File: config.mk
export PLATFORM = sky130hd
export DESIGN_NAME = fdc_dp
export DESIGN_NICKNAME = d
export VERILOG_FILES = /design/src/sv/fdc_pkg.sv /design/src/sv/fdc_ram.sv /design/src/sv/fdc_dp.sv
export SDC_FILE = /design/constraint.sdc
export NUM_CORES = 1
export LEC_CHECK = 0
export BUFFER_PORTS_ARGS = -buffer_cell sky130_fd_sc_hd__buf_2
export CORE_MARGIN = 5
export CORE_UTILIZATION = 30
export DETAILED_ROUTE_END_ITERATION = 8
export PLACE_DENSITY = 0.48
export SLEW_MARGIN = 10
export SYNTH_ARGS = -nofsm -noshare
export SYNTH_HDL_FRONTEND = slang
export SYNTH_SLANG_ARGS = --single-unit
File: constraint.sdc
create_clock -name clk_i -period 2.9 [get_ports clk_i]
set_input_delay 0.29 -clock clk_i [delete_from_list [all_inputs] [get_ports clk_i]]
set_output_delay 0.29 -clock clk_i [all_outputs]
set_load 0.005 [all_outputs]
File: src/sv/fdc_pkg.sv
`timescale 1ns / 1ps
// ----------------------------------------------------------------------------
// fdc_pkg
// Shared constants and controller/datapath handshake types for the frame
// deframer with checksum.
// ----------------------------------------------------------------------------
package fdc_pkg;

  // Frame limits and storage geometry
  localparam int unsigned MAX_FRAME_LEN = 64;
  localparam int unsigned MIN_FRAME_LEN = 2;
  localparam int unsigned STORE_DEPTH   = MAX_FRAME_LEN;
  localparam int unsigned ADDR_W        = $clog2(STORE_DEPTH);
  localparam int unsigned BYTE_W        = 8;
  localparam int unsigned LEN_W         = 7;

  // Protocol bytes
  localparam logic [BYTE_W-1:0] START_BYTE = 8'h7E;
  localparam logic [BYTE_W-1:0] SUM_INIT   = 8'hFF;

  // Commands from controller to datapath
  typedef struct packed {
    logic len_hi_ld;   // latch length MSB
    logic frame_start; // latch length LSB, clear count and sum
    logic body_wr;     // store payload byte, update sum and count
    logic rd_start;    // clear readout index
    logic rd_issue;    // read store at readout index
    logic out_load;    // move read data to output register
  } fdc_cmd_t;

  // Status from datapath to controller
  typedef struct packed {
    logic is_start;    // received byte is the start byte
    logic len_ok;      // length in range
    logic body_done;   // this byte completes the payload
    logic sum_ok;      // checksum byte gives a zero sum
    logic rd_last;     // readout index points at last payload byte
    logic out_free;    // output register can take a byte
  } fdc_sts_t;

endpackage

File: src/sv/fdc_ram.sv
`timescale 1ns / 1ps
// ----------------------------------------------------------------------------
// fdc_ram
// Generic single-write, single-read RAM with registered read data.
// ----------------------------------------------------------------------------
module fdc_ram #(
  parameter int unsigned WIDTH = 8,
  parameter int unsigned DEPTH = 64
) (
  input  logic                     clk_i,
  input  logic                     we_i,
  input  logic [$clog2(DEPTH)-1:0] waddr_i,
  input  logic [WIDTH-1:0]         wdata_i,
  input  logic                     re_i,
  input  logic [$clog2(DEPTH)-1:0] raddr_i,
  output logic [WIDTH-1:0]         rdata_o
);

  logic [WIDTH-1:0] mem_q [DEPTH];
  logic [WIDTH-1:0] rdata_q;

  // Write port
  always_ff @(posedge clk_i) begin
    if (we_i) begin
      mem_q[waddr_i] <= wdata_i;
    end
  end

  // Registered read port, holds when not reading
  always_ff @(posedge clk_i) begin
    if (re_i) begin
      rdata_q <= mem_q[raddr_i];
    end
  end

  assign rdata_o = rdata_q;

endmodule

File: src/sv/fdc_dp.sv
`timescale 1ns / 1ps
// ----------------------------------------------------------------------------
// fdc_dp
// Frame datapath: length registers, byte counter, running checksum, frame
// store and the output register.
// ----------------------------------------------------------------------------
module fdc_dp
  import fdc_pkg::*;
(
  input  logic              clk_i,
  input  logic              rst_ni,
  input  logic [BYTE_W-1:0] rx_byte_i,
  input  fdc_cmd_t          cmd_i,
  output fdc_sts_t          sts_o,
  output logic              out_valid_o,
  input  logic              out_ready_i,
  output logic [BYTE_W-1:0] payload_byte_o,
  output logic [LEN_W-1:0]  frame_length_o,
  output logic              last_byte_o
);

  logic              hi_nz_q;
  logic [LEN_W-1:0]  exp_len_q;
  logic [LEN_W-1:0]  count_q;
  logic [LEN_W-1:0]  count_inc;
  logic [BYTE_W-1:0] sum_q;
  logic [BYTE_W-1:0] sum_next;
  logic [ADDR_W-1:0] rd_idx_q;
  logic [BYTE_W-1:0] rd_data;
  logic              out_valid_q;
  logic [BYTE_W-1:0] payload_q;
  logic [LEN_W-1:0]  len_q;
  logic              last_q;

  assign count_inc = count_q + LEN_W'(1);
  assign sum_next  = sum_q - rx_byte_i;

  // Status toward the controller
  assign sts_o.is_start  = (rx_byte_i == START_BYTE);
  assign sts_o.len_ok    = !hi_nz_q &&
                           (rx_byte_i >= BYTE_W'(MIN_FRAME_LEN)) &&
                           (rx_byte_i <= BYTE_W'(MAX_FRAME_LEN));
  assign sts_o.body_done = (count_inc == exp_len_q);
  assign sts_o.sum_ok    = (sum_next == '0);
  assign sts_o.rd_last   = (LEN_W'(rd_idx_q) == exp_len_q - LEN_W'(1));
  assign sts_o.out_free  = !out_valid_q || out_ready_i;

  // Length registers; a nonzero MSB always means too long
  always_ff @(posedge clk_i) begin
    if (cmd_i.len_hi_ld) begin
      hi_nz_q <= (rx_byte_i != '0);
    end
    if (cmd_i.frame_start) begin
      exp_len_q <= rx_byte_i[LEN_W-1:0];
    end
  end

  // Byte counter and running checksum
  always_ff @(posedge clk_i or negedge rst_ni) begin
    if (!rst_ni) begin
      count_q <= '0;
      sum_q   <= SUM_INIT;
    end else if (cmd_i.frame_start) begin
      count_q <= '0;
      sum_q   <= SUM_INIT;
    end else if (cmd_i.body_wr) begin
      count_q <= count_inc;
      sum_q   <= sum_next;
    end
  end

  // Readout index
  always_ff @(posedge clk_i or negedge rst_ni) begin
    if (!rst_ni) begin
      rd_idx_q <= '0;
    end else if (cmd_i.rd_start) begin
      rd_idx_q <= '0;
    end else if (cmd_i.out_load) begin
      rd_idx_q <= rd_idx_q + ADDR_W'(1);
    end
  end

  // Frame store
  fdc_ram #(
    .WIDTH(BYTE_W),
    .DEPTH(STORE_DEPTH)
  ) u_store (
    .clk_i  (clk_i),
    .we_i   (cmd_i.body_wr),
    .waddr_i(count_q[ADDR_W-1:0]),
    .wdata_i(rx_byte_i),
    .re_i   (cmd_i.rd_issue),
    .raddr_i(rd_idx_q),
    .rdata_o(rd_data)
  );

  // Output register
  always_ff @(posedge clk_i or negedge rst_ni) begin
    if (!rst_ni) begin
      out_valid_q <= 1'b0;
    end else if (cmd_i.out_load) begin
      out_valid_q <= 1'b1;
    end else if (out_ready_i) begin
      out_valid_q <= 1'b0;
    end
  end

  always_ff @(posedge clk_i) begin
    if (cmd_i.out_load) begin
      payload_q <= rd_data;
      len_q     <= exp_len_q;
      last_q    <= sts_o.rd_last;
    end
  end

  assign out_valid_o    = out_valid_q;
  assign payload_byte_o = payload_q;
  assign frame_length_o = len_q;
  assign last_byte_o    = last_q;

endmodule

# Word-level counts from Yosys, hierarchy flattened
# Memories as Yosys holds them, arrays and structs flattened. A register that Yosys moved wholly into a read port is not among the register bits.
# Index checks and enable logic that the tools add are counted.
[word_totals]
regBits = 46
mem_bits_rw = 512
inputBits = 17
out_inout_bits = 23
elab_cells = 39
mem_count = 1
[memory_table]
columns = ["name", "words", "width", "read_ports", "rd_ports_with_merged_regs", "write_ports", "line", "source"]
rows = [
  ["u_store.mem_q", 64, 8, 1, 1, 1, "fdc_ram.sv:19", "logic [WIDTH-1:0] mem_q [DEPTH];"],
]
[op_classes]
addsub = 4
n_lt_le_gt_ge = 2
eq_ne = 3
muxes = 10
reduce_logical = 10
[ops]
columns = ["operator", "count"]
rows = [
  ["$mux 8", 2],
  ["$mux 7", 2],
  ["$mux 6", 2],
  ["$eq 8x7->1 const B", 1],
  ["$ge 8x2->1 const B", 1],
  ["$le 8x7->1 const B", 1],
  ["$logic_not 8->1", 1],
  ["$reduce_bool 8->1", 1],
  ["$sub 8x8->8", 1],
  ["$add 7x1->7 const B", 1],
  ["$eq 6x7->1", 1],
  ["$eq 7x7->1", 1],
  ["$sub 7x1->7 const B", 1],
  ["$add 6x1->6 const B", 1],
  ["$reduce_bool 2->1", 3],
  ["$mux 1", 4],
  ["$logic_and 1x1->1", 2],
  ["$logic_not 1->1", 2],
  ["$logic_or 1x1->1", 1],
]

# Logic depth before layout (Yosys ltp)
# Gate-level depths: netlist (run 1).
[depth]
depth_word = 3
depth_mapped = 9
depth_no_buf = 9

# Modules after synthesis
# A second synthesis (run 1) with hierarchy kept.
[hier_totals]
cells_unflattened = 1162
area_unflattened_um2 = 22686.8
[modules_own_cells]
columns = ["module", "n_inst", "cells_each", "area_per_inst_um2", "seq_area_each_um2"]
rows = [
  ["fdc_ram", 1, 940, 20246.9, 15615.0],
  ["fdc_dp", 1, 222, 2439.8, 1281.2],
]

# Least setup slack after synthesis (run 1)
# No wires, ideal clock.
[synth_path]
kind = "register -> output"
start = "register sum_q[2]"
end = "output sts_o[2] in the netlist's numbering"
t_arrival_ps = 2001
setup_slack_ps = 609
path_stages_with_launch = 7
n_path_buf = 0
path_cell_list = "dfstp_2 > ha_1 > o21ai_0 > a21oi_1 > o32ai_1 > xnor3_1 > nor4_1"
[synth_lines]
columns = ["element", "line", "source"]
rows = [
  ["start, declared", "fdc_dp.sv:26", "logic [BYTE_W-1:0] sum_q;"],
  ["start signal, assigned", "fdc_dp.sv:68", "sum_q <= sum_next;"],
  ["end, declared", "fdc_dp.sv:14", "output fdc_sts_t sts_o,"],
]

==> flow_summary.json, run 1 <==
{
  "status": "finished, violations left",
  "violations": "setup timing",
  "ys_top_cells_by_area": "edfxtp_1 (72%), mux4_2 (9.6%), mux2i_1 (4.1%), dfrtp_1 (1.5%), nor2_1 (1.5%)",
  "final_common_cell": "edfxtp_1",
  "dp.cells": 2282,
  "syn_inst": 1185,
  "dp_hpwl_um": 38290,
  "critical_path.max_stage_delay_ps": 370,
  "ys_seq_elements": 566,
  "slowest_stage": "dfstp_2",
  "grt_usage": 0.1449,
  "final_cells": 2412,
  "worstPathRequired_ps": 2610,
  "grt_start_max_net_pins": 69,
  "wl_per_cell_um": 24.67,
  "root_buffer": "clkbuf_16",
  "ir_drop_mv": 0.4379,
  "synth.distinct_cells": 60,
  "power_density_nw_per_um2": 673.7,
  "multiInputGateArea_um2": 5460,
  "grt.overflow.total": 0,
  "drive_gt1_frac": 0.2961,
  "die_area_um2": 81280,
  "slew_headroom": 0.4216,
  "drv_slew": 0,
  "rsz0062_at_grt": "yes",
  "drtAntennaViolNets": 0,
  "cap_viol_max_count": 0,
  "die_width_um": 285.1,
  "numCtsBuffers": 60,
  "row_count": 100,
  "syn_area_um2": 22700,
  "path_cells": "inv_2 > ha_4 > inv_2 > fa_2 > a21o_1 > a21oi_2 > xor2_1 > o211ai_1 > nor4_2 > buf_4 > buf_6",
  "yosysTopAreaCellShare": 0.7195,
  "drtIter0Drc": 1017,
  "hp-class": "in2reg",
  "start_kind": "flip-flop",
  "end_kind": "primary output",
  "wl_um": 59500,
  "max_freq_ghz": 0.3261,
  "htreeDepth": 2,
  "core_um2": 74700,
  "grt_pass1_vias": 12170,
  "cts_num_sinks": 566,
  "finalNetCount": 1418,
  "finClkSkew_ps": 23.06,
  "synth_top_cell_by_area": "edfxtp_1",
  "synth_warnings": 0,
  "seq_area_frac_synth": 0.7442,
  "port_buffers": 39,
  "worstPathMaxFanout": 3,
  "clk_latency_ps": 620,
  "path_common_cell": "inv_2",
  "routabilityCongestion": 0.7939,
  "layout_min_cycle_time_ps": 3067,
  "grt_pass1_wl_um": 86820,
  "area_growth_pct": 20.00,
  "synth_edf_count": 544,
  "drc": 0,
  "min_period_over_period": 1.058,
  "setup_slack_ps": -166.9,
  "place_area_um2": 25000,
  "cp.arrival_ps": 2780,
  "cts_tree": "built",
  "finalHoldViolCount": 0,
  "synthFlopType": "edfxtp_1",
  "fillers": 6917,
  "via_per_inst": 4.852,
  "dr_total_vias": 11700,
  "clkTransAtPathRegs_ps": 60,
  "avgSynthCellArea_um2": 19.16,
  "ys_async_sr_fraction": 0.03887,
  "ioPinCount": 40,
  "regArea_um2": 16910,
  "fin_area_um2": 27240,
  "worst_pin_slew_ps": 867.6,
  "start_util": 0.3039,
  "cts_buffer_depth": 3,
  "layout_common_cells": "edfxtp_1 (544), buf_4 (150), mux4_2 (97)",
  "syn_nets": 1213,
  "crit_type": "reg2out",
  "p_leak_nw": 8.807,
  "die_h_um": 285.1,
  "grt_antenna_before_repair": 3,
  "setup_viol": 1,
  "firstDrtPassIters": 5
}
## report_power, final
| part | internal, mW | total [mW] | switching [mW] |
|---|---|---|---|
| registers | 9.06 | 9.14 | 0.0764 |
| logic | 0.610 | 1.35 | 0.739 |
| clock network | 4.72 | 7.87 | 3.14 |
## metal layers
metal / track usage / vias to the layer above / routed length [um]
li1: - / 5233 / -
met1: 0.1989 / 6136 / 26560
met2: 0.2424 / 249 / 28920
met3: 0.02356 / 83 / 2650
met4: 0.03592 / 2 / 1364
met5: 0 / - / 7
## final timing paths
path | depth (start not counted) | from | slack [ps] | to
worst max-delay path | 11 | sum_q[0] | -170 | sts_o[2]
worst min-delay path | 1 | cmd_i[1] | 40 | u_store.rdata_o[2]
worst max register to register | 6 | rd_idx_q[0] | 140 | u_store.rdata_o[3]
min in group asynchronous | 2 | rst_ni | 280 | rd_idx_q[3]
max in group asynchronous | 2 | rst_ni | 2120 | rd_idx_q[1]
worst min register to register | 0 | u_store.rdata_o[1] | 520 | payload_byte_o[1]
## stage by stage
stage / utilization / hold WS, ps / power [mW] / setup WS [ps] / setup TNS, ps
3_3_place_gp: 0.3347 / 360.2 / 10.60 / 50.03 / 0
4_1_cts: 0.3642 / 5.351 / 18.58 / -265.9 / -265.9
3_5_place_dp: 0.3347 / 356.6 / 10.60 / 132.0 / 0
6_report: 0.3647 / 35.67 / 18.35 / -166.9 / -166.9
5_1_grt: 0.3647 / 12.90 / 19.01 / -319.6 / -319.6
2_1_floorplan: - / -5.591 / 9.982 / 608.9 / 0
## Yosys cell counts, types with 3 or more instances
cell type and count:
edfxtp_1 544, mux4_2 97, mux2i_1 94, nor2_1 90, o22ai_1 24, buf_2 21, clkbuf_1 20, nand2_1 20
a211oi_1 19, xor2_1 18, dfrtp_1 14, inv_1 14, nand2b_1 13, a21oi_1 12, buf_6 12, a211o_1 11
xnor2_1 11, a22oi_1 10, ha_1 10, nand3_1 10, dfstp_2 8, nor2b_1 8, nor3_1 8, buf_4 7
nand4_1 7, o21ai_0 7, o221ai_1 7, mux2_2 6, and3_1 5, o211ai_1 5, o41ai_1 5, and2_1 4
nand3b_1 4, or3_1 4, a31oi_1 3, nor4_1 3, o21a_1 3
## kinds of logic after synthesis
logic type / count (synthesis) / share of synthesized area
flip-flops: 566 / 0.7442
multiplexers: 197 / 0.1406
AND/OR/NAND/NOR: 184 / 0.03880
AO/OA/AOI/OAI: 122 / 0.03907
buffers and inverters: 75 / 0.01868
XOR/XNOR: 30 / 0.01218
adder cells (fa/ha/maj): 11 / 0.006393
## worst max-delay path, delay by kind of cell (launching register included)
family          cells  cell delay, ps
fa+ha+maj           2             490
compound gates      3             480
flops               1             370
buf+inv             4             350
simple gates        1             260
xor+xnor            1             200
## sequential cells by signal, indices dropped and copies added (netlist names)
register and cells:
u_store.rdata_o 8, count_q 7, frame_length_o 7, exp_len_q 7
sum_q 8, hi_nz_q 1, u_store.mem_q 512, last_byte_o 1
payload_byte_o 8, rd_idx_q 6, out_valid_o 1
## cell type report
cell class / instances / share of cell area
Timing Repair Buffer: 204 / 0.05796
Inverter: 14 / 0.001929
Multi-Input combinational cell: 544 / 0.2004
Clock buffer: 78 / 0.05947
Sequential cell: 566 / 0.6206
Antenna cell: 1 / 0.00009185
Tap cell: 969 / 0.04450
Clock inverter: 36 / 0.01497
## what timing repair did
action,in CTS,in global routing
pin swaps,5,6
setup endpoints to repair,3,3
hold buffers,4,0
gates cloned,0,0
setup buffers,9,2
endpoints found under the hold margin,22,0
gates resized for setup,16,8
Note: power is estimated with default switching activity, not from simulation.
==> run 2, diff against run 1 <==
--- a/config.mk
+++ b/config.mk
@@ -6,10 +6,11 @@
 export NUM_CORES = 1
 export LEC_CHECK = 0
 export BUFFER_PORTS_ARGS = -buffer_cell sky130_fd_sc_hd__buf_2
+export CAP_MARGIN = 20
 export CORE_MARGIN = 5
-export CORE_UTILIZATION = 30
+export CORE_UTILIZATION = 35
 export DETAILED_ROUTE_END_ITERATION = 8
-export PLACE_DENSITY = 0.48
+export PLACE_DENSITY = 0.53
 export SLEW_MARGIN = 10
 export SYNTH_ARGS = -nofsm -noshare
 export SYNTH_HDL_FRONTEND = slang
==> flow_summary.json, run 2 (same netlist as run 1, synthesis figures left out) <==
{
  "finClkSkew_ps": 17.44,
  "grt_antenna_before_repair": 2,
  "min_path_cells": 3,
  "slew_headroom": 0.4055,
  "via_per_inst": 5.158,
  "cap_viol_max_count": 0,
  "cts_tree": "built",
  "ir_drop_mv": 0.4667,
  "setup_slack_ps": -26.47,
  "grt.overflow.total": 0,
  "worst_pin_slew_ps": 891.7,
  "routabilityCongestion": 0.7891,
  "fin_setup_tns_ps": -26.47,
  "row_count": 93,
  "cts_buffer_depth": 3,
  "violations": "setup timing",
  "max_freq_ghz": 0.3417,
  "die_area_um2": 70060,
  "die_h_um": 264.7,
  "setup_viol": 1,
  "root_buffer": "clkbuf_16",
  "crit_type": "reg2out",
  "min_period_over_period": 1.009,
  "r2r.worst_path.cells": 7,
  "die_width_um": 264.7,
  "start_util": 0.3528,
  "numCtsBuffers": 58,
  "drc": 0,
  "worstPathRequired_ps": 2610,
  "diodes": 0,
  "finalNetCount": 1407,
  "worstPathMaxFanout": 4,
  "grt_pass1_wl_um": 83150,
  "rsz0062_at_grt": "yes",
  "drtAntennaViolNets": 0,
  "layout_min_cycle_time_ps": 2926,
  "grt_usage": 0.1608,
  "end_kind": "primary output",
  "clk_latency_ps": 620,
  "wl_um": 57320,
  "largest_reg_flops": 512,
  "final_common_cell": "edfxtp_1",
  "firstDrtPassIters": 5,
  "cp.arrival_ps": 2640,
  "core_um2": 64350,
  "layout_common_cells": "edfxtp_1 (544), buf_4 (145), mux4_2 (97)",
  "finalHoldViolCount": 0,
  "drtIter0Drc": 1056,
  "regMostFlops": "u_store.mem_q",
  "grt_pass1_vias": 11930,
  "ioPinCount": 40,
  "port_buffers": 39,
  "power_density_nw_per_um2": 657.5,
  "area_growth_pct": 17.95,
  "wl_per_cell_um": 25.14,
  "place_ws_ps": 211.2,
  "drive_gt1_frac": 0.2814,
  "clkTransAtPathRegs_ps": 60,
  "cts_num_sinks": 566,
  "p_leak_nw": 8.634,
  "dr_total_vias": 11760,
  "hp-class": "in2reg",
  "start_kind": "flip-flop",
  "status": "finished, violations left",
  "drv_slew": 0,
  "dp_hpwl_um": 35780,
  "grt_start_max_net_pins": 69,
  "htreeDepth": 2,
  "fin_util": 0.4161
}
==> run 2: changes by cell type in the layout (fill, tap and decap cells not counted), sizes merged <==
cell	delta
clkbuf	-10
clkinvlp	-1
diode	-1
bufinv	-4
clkinv	+6
inv	+1
buf	-9
==> run 2: path summary, 6_finish.rpt <==
kind	from	to	slack, ps
max in group asynchronous	rst_ni	rd_idx_q[1]	2120
min in group asynchronous	rst_ni	count_q[1]	270
hold reg to reg	u_store.rdata_o[3]	payload_byte_o[3]	440
hold / removal	rx_byte_i[3]	hi_nz_q	60
setup reg to reg	rd_idx_q[0]	u_store.rdata_o[3]	170
setup / recovery	sum_q[4]	sts_o[2]	-30
==> run 2: critical path: stages (launching register included) <==
cell and delay (ps):
dfstp_2 550, ha_4 210, o21a_1 200, o21a_1 180, o32ai_2 160, xnor3_1 280, nor4_2 300, buf_2 160
==> run 2: metrics by stage <==
step / hold slack [ps] / cells / area, um^2 / total power, mW
floorplan: -5.591 / 1185 / 22700 / 9.982
global placement: 366.8 / 2155 / 24720 / 10.51
detailed placement: 364.4 / 2155 / 24720 / 10.52
CTS: 10.39 / 2274 / 26680 / 17.75
global route: 32.07 / 2280 / 26780 / 18.23
finish: 59.47 / 2280 / 26780 / 17.61
==> run 2: cell type report <==
cell class | count | area (um^2)
Multi-Input combinational cell | 544 | 5480
Fill cell | 5650 | 37570
Clock buffer | 68 | 1489
Inverter | 14 | 52.55
Tap cell | 855 | 1070
Clock inverter | 38 | 317.8
Sequential cell | 566 | 16910
Timing Repair Buffer | 195 | 1464
==> run 2: power by group <==
| part | internal, mW | leakage [nW] | switching [mW] |
|---|---|---|---|
| clock network | 4.09 | 0.870 | 3.08 |
| logic | 0.573 | 2.58 | 0.728 |
| registers | 9.06 | 5.19 | 0.0675 |
| total | 13.7 | 8.63 | 3.88 |
==> run 2: metal layers <==
layer,global-route usage,routed length (um)
met5,0,0
met2,0.2576,27180
met3,0.03620,3424
met4,0.04294,1471
met1,0.2245,25240
==> run 2: repair_timing <==
item | CTS | global route
hold endpoints to repair | 22 | 0
setup endpoints to repair | 3 | 2
hold buffers | 4 | 0
buffers inserted | 9 | 6
gates resized for setup | 12 | 9
pin swaps | 6 | 10
