===== config.mk =====
export PLATFORM = sky130hd
export DESIGN_NAME = fdc_ctrl
export DESIGN_NICKNAME = d
export VERILOG_FILES = /design/src/sv/fdc_pkg.sv /design/src/sv/fdc_ctrl.sv
export SDC_FILE = /design/constraint.sdc
export NUM_CORES = 1
export LEC_CHECK = 0
export BUFFER_PORTS_ARGS = -buffer_cell sky130_fd_sc_hd__buf_2
export CELL_PAD_IN_SITES_DETAIL_PLACEMENT = 0
export CELL_PAD_IN_SITES_GLOBAL_PLACEMENT = 2
export CORE_MARGIN = 2
export CORE_UTILIZATION = 18
export DETAILED_ROUTE_END_ITERATION = 12
export PLACE_DENSITY_LB_ADDON = 0.1
export REMOVE_ABC_BUFFERS = 1
export SYNTH_ARGS = -nofsm -noshare
export SYNTH_HDL_FRONTEND = slang
export SYNTH_SLANG_ARGS = --single-unit

===== constraint.sdc =====
create_clock -name clk_i -period 1.5 [get_ports clk_i]
set_clock_uncertainty 0.2 [all_clocks]
set_input_delay 0.075 -clock clk_i [delete_from_list [all_inputs] [get_ports clk_i]]
set_output_delay 0.075 -clock clk_i [all_outputs]
set_load 0.005 [all_outputs]

===== src/sv/fdc_pkg.sv =====
`timescale 1ns / 1ps
// ----------------------------------------------------------------------------
// fdc_pkg
// Shared constants and controller/datapath handshake types for the frame
// deframer with checksum.
// ----------------------------------------------------------------------------
package fdc_pkg;

  // Frame limits and storage geometry
  localparam int unsigned MAX_FRAME_LEN = 64;
  localparam int unsigned MIN_FRAME_LEN = 2;
  localparam int unsigned STORE_DEPTH   = MAX_FRAME_LEN;
  localparam int unsigned ADDR_W        = $clog2(STORE_DEPTH);
  localparam int unsigned BYTE_W        = 8;
  localparam int unsigned LEN_W         = 7;

  // Protocol bytes
  localparam logic [BYTE_W-1:0] START_BYTE = 8'h7E;
  localparam logic [BYTE_W-1:0] SUM_INIT   = 8'hFF;

  // Commands from controller to datapath
  typedef struct packed {
    logic len_hi_ld;   // latch length MSB
    logic frame_start; // latch length LSB, clear count and sum
    logic body_wr;     // store payload byte, update sum and count
    logic rd_start;    // clear readout index
    logic rd_issue;    // read store at readout index
    logic out_load;    // move read data to output register
  } fdc_cmd_t;

  // Status from datapath to controller
  typedef struct packed {
    logic is_start;    // received byte is the start byte
    logic len_ok;      // length in range
    logic body_done;   // this byte completes the payload
    logic sum_ok;      // checksum byte gives a zero sum
    logic rd_last;     // readout index points at last payload byte
    logic out_free;    // output register can take a byte
  } fdc_sts_t;

endpackage


===== src/sv/fdc_ctrl.sv =====
`timescale 1ns / 1ps
// ----------------------------------------------------------------------------
// fdc_ctrl
// Frame controller: hunts for the start byte, walks the length, body and
// checksum phases, then sequences readout of a good frame.
// ----------------------------------------------------------------------------
module fdc_ctrl
  import fdc_pkg::*;
(
  input  logic     clk_i,
  input  logic     rst_ni,
  input  logic     in_valid_i,
  output logic     in_ready_o,
  input  fdc_sts_t sts_i,
  output fdc_cmd_t cmd_o
);

  localparam logic [2:0] ST_HUNT   = 3'd0;
  localparam logic [2:0] ST_LEN_HI = 3'd1;
  localparam logic [2:0] ST_LEN_LO = 3'd2;
  localparam logic [2:0] ST_BODY   = 3'd3;
  localparam logic [2:0] ST_CHECK  = 3'd4;
  localparam logic [2:0] ST_RD     = 3'd5;
  localparam logic [2:0] ST_LOAD   = 3'd6;

  logic [2:0] state_q, state_d;
  logic       in_ready;
  logic       in_fire;

  // Input is taken in every receive phase, held off during readout
  assign in_ready   = (state_q == ST_HUNT) || (state_q == ST_LEN_HI) ||
                      (state_q == ST_LEN_LO) || (state_q == ST_BODY) ||
                      (state_q == ST_CHECK);
  assign in_fire    = in_valid_i && in_ready;
  assign in_ready_o = in_ready;

  // Next state and commands
  always_comb begin
    state_d = state_q;
    cmd_o   = '0;
    unique case (state_q)
      ST_HUNT: begin
        if (in_fire && sts_i.is_start) begin
          state_d = ST_LEN_HI;
        end
      end
      ST_LEN_HI: begin
        if (in_fire && !sts_i.is_start) begin
          cmd_o.len_hi_ld = 1'b1;
          state_d         = ST_LEN_LO;
        end
      end
      ST_LEN_LO: begin
        if (in_fire) begin
          if (sts_i.len_ok) begin
            cmd_o.frame_start = 1'b1;
            state_d           = ST_BODY;
          end else if (sts_i.is_start) begin
            state_d = ST_LEN_HI;
          end else begin
            state_d = ST_HUNT;
          end
        end
      end
      ST_BODY: begin
        if (in_fire) begin
          cmd_o.body_wr = 1'b1;
          if (sts_i.body_done) begin
            state_d = ST_CHECK;
          end
        end
      end
      ST_CHECK: begin
        if (in_fire) begin
          if (sts_i.sum_ok) begin
            cmd_o.rd_start = 1'b1;
            state_d        = ST_RD;
          end else begin
            state_d = ST_HUNT;
          end
        end
      end
      ST_RD: begin
        cmd_o.rd_issue = 1'b1;
        state_d        = ST_LOAD;
      end
      ST_LOAD: begin
        if (sts_i.out_free) begin
          cmd_o.out_load = 1'b1;
          state_d        = sts_i.rd_last ? ST_HUNT : ST_RD;
        end
      end
      default: begin
        state_d = ST_HUNT;
      end
    endcase
  end

  // State register
  always_ff @(posedge clk_i or negedge rst_ni) begin
    if (!rst_ni) begin
      state_q <= ST_HUNT;
    end else begin
      state_q <= state_d;
    end
  end

endmodule


# --- Yosys cells after proc, flatten, opt, wreduce, memory -nomap -nowiden ---
# Index checks and enable logic that the tools add are counted.
word_totals:
  register_bits: 3
  elab_cells: 49
classes:
  n_reduce_logical: 10
  n_eq_ne: 13
  n_mux: 25
ops:
  columns: ["cell", "count"]
  rows:
  - ["two-way mux 3 bit", 10]
  - ["one-hot mux 3 bit (7 select lines)", 1]
  - ["two-way mux 1 bit", 14]
  - ["!= test 2 bit, second input constant", 5]
  - ["== test 3 bit, second input constant", 3]
  - ["AND reduction 7 bit", 1]
  - ["== test 3 x 2 -> 1 bit, second input constant", 2]
  - ["logical OR 1 bit", 4]
  - ["!= test 2 x 1 -> 1 bit, second input constant", 2]
  - ["== test 3 x 1 -> 1 bit, second input constant", 1]
  - ["logical AND 1 bit", 3]
  - ["logical NOT 3 bit", 1]
  - ["logical NOT 1 bit", 1]

# --- Longest topological paths before layout ---
# Gate-level depths: netlist of the first run.
depth:
  word_depth: 9
  depth_mapped: 5

# --- Least setup slack after synthesis of the first run ---
# No wires, ideal clock.
synth_timing:
  path_kind: "register to register"
  from: "reg state_q[2]"
  to: "reg state_q[0]"
  required_time_ns: 1.160
  slack_ns: 0.048
  setup_time_ns: 0.140
  path_stages_with_launch: 5
  arrival_ns: 1.111
  path_buffers: 0
  cell_sequence: "dfrtp_1 nand2b_1 or3_1 a41oi_1 a31oi_1"
synth_via:
  elab_chain_cells: 9
synth_rtl:
  columns: ["element", "line", "rtl"]
  rows:
  - ["start, declared", "fdc_ctrl.sv:26", "logic [2:0] state_q, state_d;"]
  - ["start signal, assigned", "fdc_ctrl.sv:104", "state_q <= state_d;"]
  - ["== test 3 x 1 -> 1 bit or logical NOT 3 bit (tied branches)", "fdc_ctrl.sv:31, fdc_ctrl.sv:41", null]
  - ["logical OR 1 bit (2 in a row)", "fdc_ctrl.sv:31", "assign in_ready = (state_q == ST_HUNT) || (state_q == ST_LEN_HI) ||"]
  - ["logical OR 1 bit (2 in a row)", "fdc_ctrl.sv:32", "(state_q == ST_LEN_LO) || (state_q == ST_BODY) ||"]
  - ["logical AND 1 bit", "fdc_ctrl.sv:34", "assign in_fire = in_valid_i && in_ready;"]
  - ["logical AND 1 bit (on tied branches)", "fdc_ctrl.sv:48, fdc_ctrl.sv:43", null]
  - ["!= test 2 x 1 -> 1 bit (no line)", null, null]
  - ["AND reduction 7 bit (no line)", null, null]
# Parallel ways exist; a longest one is shown, timed or not.
# A chain may end at the register's enable or synchronous reset.

==> impl_metrics.py, run 1 <==
metrics = {
    "outcome": {
        "status": "finished with violations",
        "violations": "setup timing",
    },
    "clock_network": {
        "cts_buffers": 3,
        "cts_sinks": 3,
        "cts_tree": "done",
        "cts.clk_slew.worst_paths_ns": 0.04,
        "htree_levels": 1,
        "clock_latency_ns": 0.24,
        "cts_root_buf": "clkbuf_4",
        "cts_max_path_buffers": 2,
    },
    "drt": {
        "vias": 430,
        "dr.pass1.iters": 4,
        "vias_per_cell": 4.778,
        "drt-total-wl_um": 1103,
        "drc_errors": 0,
        "ant_nets": 0,
        "avgRoutedWirePerCell_um": 12.26,
        "drtIter0Drc": 7,
    },
    "global_route": {
        "use_met1_pct": 18.14,
        "met2_usage_pct": 18.03,
        "antenna_found_initial": 0,
        "grt_pass1_vias": 426,
        "grt_start_max_net_pins": 8,
        "grt_pass1_wl_um": 1890,
        "overflow": 0,
        "busiest_layer": "met1",
        "grt_use_total_pct": 13.08,
        "use_met3_pct": 4.762,
    },
    "synth": {
        "netlist_area_um2": 310.3,
        "syn-mean-instance-area_um2": 7.052,
        "synth_top_area_share_pct": 24.19,
        "synth_area_leader_cell": "dfrtp_1",
        "synth_seq_cells": 3,
        "ys_seq_area_share_pct": 24.19,
        "syn_inst": 44,
        "netlist-cell-type-count": 23,
        "synth_area_leaders": "dfrtp_1 24%, nand2b_1 8.1%, nor2_1 6.0%, nor4_1 6.0%, o21ai_0 4.8%",
        "yosysWarnings": 0,
    },
    "place": {
        "placed_area_um2": 469.2,
        "place_inst": 83,
        "gp_congestion": 0.6526,
        "place_hpwl_um": 801.9,
        "port_buffers": 15,
    },
    "cells_and_area": {
        "regMostFlops": "state_q",
        "syn_to_final_growth_pct": 92.34,
        "antenna_cells": 0,
        "top_regs": "state_q x3",
        "fin_area_um2": 596.8,
        "largest_reg_flops": 3,
        "fin_nets": 83,
        "drive_gt1_share_pct": 53.42,
        "stdcell_count": 90,
    },
    "worst_setup_path": {
        "slowest_stage": "dfrtp_2",
        "crit_family": "flip-flops",
        "r2r-start": "state_q[2]",
        "worst_ep_arrival_time_ns": 1.27,
        "crit_type": "register to primary output",
        "worstPathCellList": "buf_4 -> nor4_4 -> buf_2",
        "r2r_cells": 4,
        "endpoint_kind": "primary output",
        "r2r-end": "state_q[0]",
        "worst-path-buf-inv": 2,
        "cp.required_ns": 1.22,
        "regToRegSetupSlack_ns": -0.04,
        "crit_path_start_kind": "register",
        "critical_path.max_fanout": 7,
        "max_stage_delay_ns": 0.46,
    },
    "pwr": {
        "p_leak_uw": 0.0002672,
        "combPwrFrac_pct": 66.8,
        "seqPwrFrac_pct": 19.9,
        "switchingPower_uw": 461.5,
        "ir_drop_v": 0.0004934,
        "p_int_uw": 633.4,
        "p_sw_share_pct": 42.15,
        "power_density_nw_per_um2": 1835,
        "p_clk_share_pct": 13.3,
    },
    "floorplanning": {
        "coreArea_um2": 1670,
        "ios": 16,
        "die_h_um": 45.52,
        "die-area_um2": 2072,
        "die_w_um": 45.52,
        "start_util_pct": 18.58,
        "rows": 15,
    },
    "timing": {
        "whs_ns": 0.08625,
        "worst_pin_slew_ns": 0.2485,
        "slew_headroom_pct": 83.26,
        "setup_viol": 4,
        "post-route-worst-setup-slack_ns": -0.04303,
        "fin_crit_sh_pct": 102.9,
        "layout_min_cycle_time_ns": 1.543,
        "fmax_mhz": 648.1,
        "rsz0062_at_grt": "yes",
        "slew_violations": 0,
        "hold_violations": 0,
    },
    "worst_hold_path": {
        "hold_path.class": "primary input to register",
        "hold_end": "state_q[2]",
        "hold_depth": 4,
        "holdCritStartpoint": "sts_i[2]",
    },
    "job": {
        "cap_violations": 0,
    },
}
==> worst reg2reg max path, delay by kind of cell (launching register included) <==
kind / cells / cell delay, ns
flip-flops: 1 / 0.45
AND/OR/NAND/NOR: 2 / 0.47
AO/OA/AOI/OAI: 2 / 0.28
==> synthesized netlist by cell type (all sizes together) <==
| cell | count |
|---|---|
| clkbuf | 2 |
| a41oi | 1 |
| and2 | 2 |
| a31oi | 2 |
| nor2 | 5 |
| inv | 2 |
| nor3b | 1 |
| nor4 | 3 |
| and3b | 1 |
| or3 | 2 |
| buf | 1 |
| nand2b | 4 |
| nor3 | 3 |
| o21ai | 3 |
| o211ai | 1 |
| dfrtp | 3 |
| o32a | 1 |
| a21oi | 1 |
| nand2 | 3 |
| a32o | 1 |
| nand3 | 1 |
| o22ai | 1 |
==> final cells by class <==
cell class,instances,area [µm²]
fill,181,1074
multi-input combinational,36,270.3
timing repair buffer,28,192.7
sequential,3,78.83
clock buffer,4,26.28
tap,17,21.27
inverter,2,7.507
==> timing repair <==
action | 4_1_cts | 5_1_grt
hold buffers | 2 | 0
resized for setup | 9 | 8
pin swaps | 1 | 2
endpoints found under the setup margin | 7 | 8
hold endpoints to repair | 3 | 0
setup buffers | 1 | 0
==> how the worst max path moves through the flow <==
stage,from,to,depth (start not counted)
6_report,state_q[1],cmd_o[5],3
5_1_grt,state_q[2],cmd_o[5],3
4_1_cts,state_q[1],cmd_o[5],3
3_5_place_dp,state_q[2],state_q[0],4
3_3_place_gp,state_q[2],state_q[0],4
2_1_floorplan,state_q[2],state_q[0],4
==> power by group through the flow <==
stage          clock network [µW]  registers (µW)  logic, µW
2_1_floorplan                   0             220        252
3_3_place_gp                    0             191        602
3_5_place_dp                    0             193        587
4_1_cts                       152             210        664
5_1_grt                       157             226        809
6_report                      145             218        732
==> cells by family after synthesis <==
family          after synthesis  share of synthesized area, %
flops                         3                         24.19
compound gates               11                         24.19
buf+inv                       5                         6.452
simple gates                 25                         45.16
==> cells in the final DEF (no fill, tap or decap), types with 2 or more instances in the layout <==
cell type and n:
buf_2 15, buf_4 7, nor2_1 5, buf_6 4, nand2_1 3, clkbuf_4 3, dfrtp_2 3, nand2b_4 2
nor3_1 2, inv_1 2, nor4_4 2, nand2b_1 2, and2_1 2, or3_1 2, a31oi_1 2, dlygate4sd3_1 2
==> through the flow <==
step	utilization [%]	worst slack, ns	TNS, ns	total power, µW
after floorplan	-	-0.06592	-0.09421	472.0
after global placement	28.09	-0.1170	-0.1516	793.0
after detailed placement	28.09	-0.09086	-0.1327	779.5
after CTS	33.03	-0.04040	-0.1617	1026
after global routing	35.73	-0.08110	-0.4406	1192
final	35.73	-0.04303	-0.09685	1095
==> metal layers <==
| metal | up-vias | share of wire (%) |
|---|---|---|
| met1 | 197 | 49 |
| met5 | - | 0 |
| met2 | 11 | 47 |
| li1 | 222 | - |
| met3 | 0 | 3.9 |
| met4 | 0 | 0 |
Power figures use the tool's default switching activity.
==> inputs of run 2 (changes only) <==
--- a/config.mk
+++ b/config.mk
@@ -14,4 +14,5 @@
 export PLACE_DENSITY_LB_ADDON = 0.1
 export REMOVE_ABC_BUFFERS = 1
+export SLEW_MARGIN = 0
 export SYNTH_ARGS = -nofsm -noshare
 export SYNTH_HDL_FRONTEND = slang
--- a/constraint.sdc
+++ b/constraint.sdc
@@ -3,3 +3,3 @@
 set_input_delay 0.075 -clock clk_i [delete_from_list [all_inputs] [get_ports clk_i]]
 set_output_delay 0.075 -clock clk_i [all_outputs]
-set_load 0.005 [all_outputs]
+set_load 0.01 [all_outputs]
==> impl_metrics.py, run 2 (synthesis gave the netlist of run 1 again) <==
metrics = {
    "outcome": {
        "status": "finished with violations",
        "violations": "setup timing",
    },
    "clock_network": {
        "htree_levels": 1,
        "cts_max_path_buffers": 2,
        "cts_root_buf": "clkbuf_4",
        "cts_buffers": 3,
        "clock_latency_ns": 0.24,
        "cts_sinks": 3,
        "cts_tree": "done",
        "cts.clk_slew.worst_paths_ns": 0.03,
    },
    "worst_setup_path": {
        "endpoint_kind": "register",
        "worst_ep_arrival_time_ns": 1.49,
        "worstPathCellList": "nor4_1 -> nor3_2 -> and2_1 -> a31oi_1",
        "crit_path_start_kind": "register",
        "max_stage_delay_ns": 0.45,
        "critical_path.max_fanout": 7,
        "slowest_stage": "dfrtp_2",
        "crit_type": "register to register",
        "cp.required_ns": 1.45,
    },
    "cells_and_area": {
        "drive_gt1_share_pct": 54.17,
        "antenna_cells": 0,
        "final.fill_count": 184,
        "regMostFlops": "state_q",
        "top_regs": "state_q x3",
        "syn_to_final_growth_pct": 89.92,
        "stdcell_count": 89,
        "final_common_cell": "buf_2",
        "layout_common_cells": "15 x buf_2, 7 x buf_4, 5 x nor2_1",
        "largest_reg_flops": 3,
        "fin_nets": 82,
    },
    "drt": {
        "drtIter0Drc": 5,
        "dr.pass1.iters": 4,
        "vias_per_cell": 4.798,
        "drt-total-wl_um": 1111,
        "avgRoutedWirePerCell_um": 12.48,
        "vias": 427,
        "drc_errors": 0,
        "ant_nets": 0,
    },
    "global_route": {
        "antenna_found_initial": 0,
        "overflow": 0,
        "grt_start_max_net_pins": 8,
        "grt_use_total_pct": 13.24,
        "grt_pass1_vias": 435,
        "grt_pass1_wl_um": 1918,
    },
    "timing": {
        "fin_crit_sh_pct": 102.7,
        "worst_pin_slew_ns": 0.3041,
        "hold_violations": 0,
        "post-route-worst-setup-slack_ns": -0.04023,
        "setup_viol": 4,
        "setup_tns_ns": -0.1298,
        "rsz0062_at_grt": "yes",
        "fmax_mhz": 649.3,
        "layout_min_cycle_time_ns": 1.540,
        "slew_violations": 0,
        "slew_headroom_pct": 79.54,
    },
    "job": {
        "cap_violations": 0,
    },
    "floorplanning": {
        "die-area_um2": 2072,
        "rows": 15,
        "die_h_um": 45.52,
        "start_util_pct": 18.58,
        "coreArea_um2": 1670,
        "ios": 16,
        "die_w_um": 45.52,
    },
    "place": {
        "gp_congestion": 0.6526,
        "place_hpwl_um": 801.9,
        "port_buffers": 15,
        "place_inst": 83,
    },
    "pwr": {
        "p_leak_uw": 0.0002609,
        "power_density_nw_per_um2": 1845,
        "ir_drop_v": 0.0004982,
    },
    "worst_hold_path": {
        "hold_path.class": "primary input to register",
    },
}
[run 2: through the flow]
step | worst slack (ns) | area [µm²] | power (µW) | utilization, % | hold WS (ns)
2_1_floorplan | -0.06592 | 297.8 | 485.7 | - | -0.4206
3_3_place_gp | -0.1170 | 469.2 | 807.1 | 28.09 | -0.3224
3_5_place_dp | -0.09086 | 469.2 | 793.6 | 28.09 | -0.3230
4_1_cts | -0.05851 | 559.3 | 1053 | 33.48 | 0.02427
5_1_grt | -0.09224 | 589.3 | 1185 | 35.28 | 0.1237
6_report | -0.04023 | 589.3 | 1088 | 35.28 | 0.08775
[run 2: per-layer routing]
| layer | GRT usage, % | routed length, µm |
|---|---|---|
| met2 | 18.59 | 520 |
| met4 | 5.294 | 0 |
| met5 | 0 | 0 |
| met3 | 4.762 | 43 |
| met1 | 18.14 | 547 |
[run 2: final timing paths]
| path | slack (ns) | end | from | cells after the start |
|---|---|---|---|---|
| min | 0.09 | state_q[1] | sts_i[4] | 4 |
| max reg2reg | -0.04 | state_q[1] | state_q[1] | 4 |
| min reg2reg | 0.50 | state_q[0] | state_q[0] | 2 |
| max in group asynchronous | 0.41 | state_q[1] | rst_ni | 3 |
| min in group asynchronous | 0.52 | state_q[0] | rst_ni | 3 |
| max | -0.04 | state_q[1] | state_q[1] | 4 |
[run 2: layout make-up]
class,instances,area (µm²),area share (%)
Clock buffer,4,26.28,4.459
Timing Repair Buffer,27,181.4,30.79
Tap cell,17,21.27,3.609
Inverter,2,7.507,1.274
Multi-Input combinational cell,36,274.0,46.50
Sequential cell,3,78.83,13.38
[run 2: report_power, final]
part | switching [µW] | leakage [µW] | internal, µW
registers | 81.6 | 0.0000324 | 129
logic | 345 | 0.000213 | 387
clock network | 45.4 | 0.0000150 | 99.9
[run 2: repair_timing]
item | 4_1_cts | 5_1_grt
hold buffers | 2 | 0
resized for setup | 10 | 7
setup endpoints to repair | 7 | 9
buffers inserted | 1 | 0
endpoints found under the hold margin | 3 | 0
pin swaps | 2 | 4
[run 2: critical path: cells and delay by family, from the launching register on]
family	cells	cell delay, ns
flops	1	0.45
simple gates	3	0.63
compound gates	1	0.17
==> inputs of run 3 (changes only) <==
Settings changed: SKIP_CTS_REPAIR_TIMING set to 1.
==> impl_metrics.py, run 3 (synthesis gave the netlist of run 1 again) <==
metrics = {
    "pwr": {
        "p_leak_uw": 0.0002680,
        "power_density_nw_per_um2": 1861,
        "ir_drop_v": 0.0004911,
    },
    "clock_network": {
        "cts_max_path_buffers": 2,
        "clock_latency_ns": 0.24,
        "cts.clk_slew.worst_paths_ns": 0.04,
        "cts_tree": "done",
        "cts_buffers": 3,
        "htree_levels": 1,
        "cts_root_buf": "clkbuf_4",
        "cts_sinks": 3,
    },
    "timing": {
        "whs_ns": 0.08132,
        "setup_tns_ns": -0.2085,
        "layout_min_cycle_time_ns": 1.585,
        "fin_crit_sh_pct": 105.7,
        "setup_viol": 6,
        "post-route-worst-setup-slack_ns": -0.08525,
        "slew_headroom_pct": 79.55,
        "worst_pin_slew_ns": 0.3039,
        "rsz0062_at_grt": "yes",
        "slew_violations": 0,
        "hold_violations": 0,
        "fmax_mhz": 630.8,
    },
    "drt": {
        "vias_per_cell": 4.889,
        "vias": 440,
        "drtIter0Drc": 3,
        "avgRoutedWirePerCell_um": 12.60,
        "dr.pass1.iters": 2,
        "drt-total-wl_um": 1134,
        "drc_errors": 0,
        "ant_nets": 0,
    },
    "global_route": {
        "busiest_layer": "met2",
        "use_met1_pct": 15.99,
        "overflow": 0,
        "grt_pass1_wl_um": 1725,
        "use_met3_pct": 4.762,
        "grt_use_total_pct": 11.94,
        "grt_start_max_net_pins": 8,
        "grt_pass1_vias": 398,
        "antenna_found_initial": 0,
        "met2_usage_pct": 16.62,
    },
    "cells_and_area": {
        "drive_gt1_share_pct": 53.42,
        "syn_to_final_growth_pct": 90.73,
        "regMostFlops": "state_q",
        "largest_reg_flops": 3,
        "antenna_cells": 0,
        "top_regs": "state_q x3",
        "layout_common_cells": "15 x buf_2, 8 x buf_4, 5 x nor2_1",
        "final.fill_count": 185,
        "final_common_cell": "buf_2",
        "multi_input_area_um2": 269.0,
        "final-seq-area_um2": 78.83,
        "fin_nets": 83,
    },
    "worst_setup_path": {
        "critical_path.max_fanout": 7,
        "crit_type": "register to primary output",
        "cp.required_ns": 1.22,
        "worst_ep_arrival_time_ns": 1.31,
        "endpoint_kind": "primary output",
        "crit_path_start_kind": "register",
        "r2r_cells": 4,
    },
    "place": {
        "port_buffers": 15,
        "place_hpwl_um": 801.9,
        "gp_congestion": 0.6526,
        "place_ws_ns": -0.09086,
    },
    "floorplanning": {
        "die-area_um2": 2072,
        "start_util_pct": 18.58,
        "coreArea_um2": 1670,
        "die_h_um": 45.52,
        "ios": 16,
        "die_w_um": 45.52,
        "rows": 15,
    },
    "outcome": {
        "violations": "setup timing",
        "status": "finished with violations",
    },
    "worst_hold_path": {
        "hold_depth": 4,
        "hold_path.class": "primary input to register",
    },
    "job": {
        "cap_violations": 0,
    },
}
## run 3: changes by cell type in the layout (fill, tap and decap cells not counted), sizes merged
| cell | before | now |
|---|---|---|
| buf | 25 | 26 |
## run 3: final cells by class
cell class              instances  area share, %
multi-input cells              36          45.45
repair buffers                 28          31.92
flip-flops and latches          3          13.32
clock buffers                   4          4.440
well taps                      17          3.594
inverters                       2          1.268
## run 3: where the power goes
group	switching (µW)	internal [µW]
Clock	45.4	99.9
Combinational	340	403
Sequential	84.8	129
## run 3: final timing paths
path                             from          to  slack, ns
max                        state_q[1]    cmd_o[5]      -0.09
min                          sts_i[2]  state_q[2]       0.08
max reg2reg                state_q[2]  state_q[1]      -0.04
min reg2reg                state_q[0]  state_q[0]       0.51
max in group asynchronous      rst_ni  state_q[1]       0.41
min in group asynchronous      rst_ni  state_q[0]       0.52
## run 3: per-layer routing
metal / wire length [µm] / share of wire, %
met1: 535 / 47
met2: 553 / 49
met3: 45 / 4.0
met4: 0 / 0
met5: 0 / 0
## run 3: through the flow
step,utilization [%],total power [µW],std cells,instance area [µm²]
6_report,35.43,1102,90,591.8
5_1_grt,35.43,1194,90,591.8
4_1_cts,29.66,951.0,87,495.5
3_5_place_dp,28.09,793.6,83,469.2
2_1_floorplan,-,485.7,41,297.8
3_3_place_gp,28.09,807.1,83,469.2
## run 3: critical path: stages (launching register included)
cell     delay (ns)
dfrtp_2        0.45
buf_4          0.18
nor4_4         0.27
buf_2          0.18
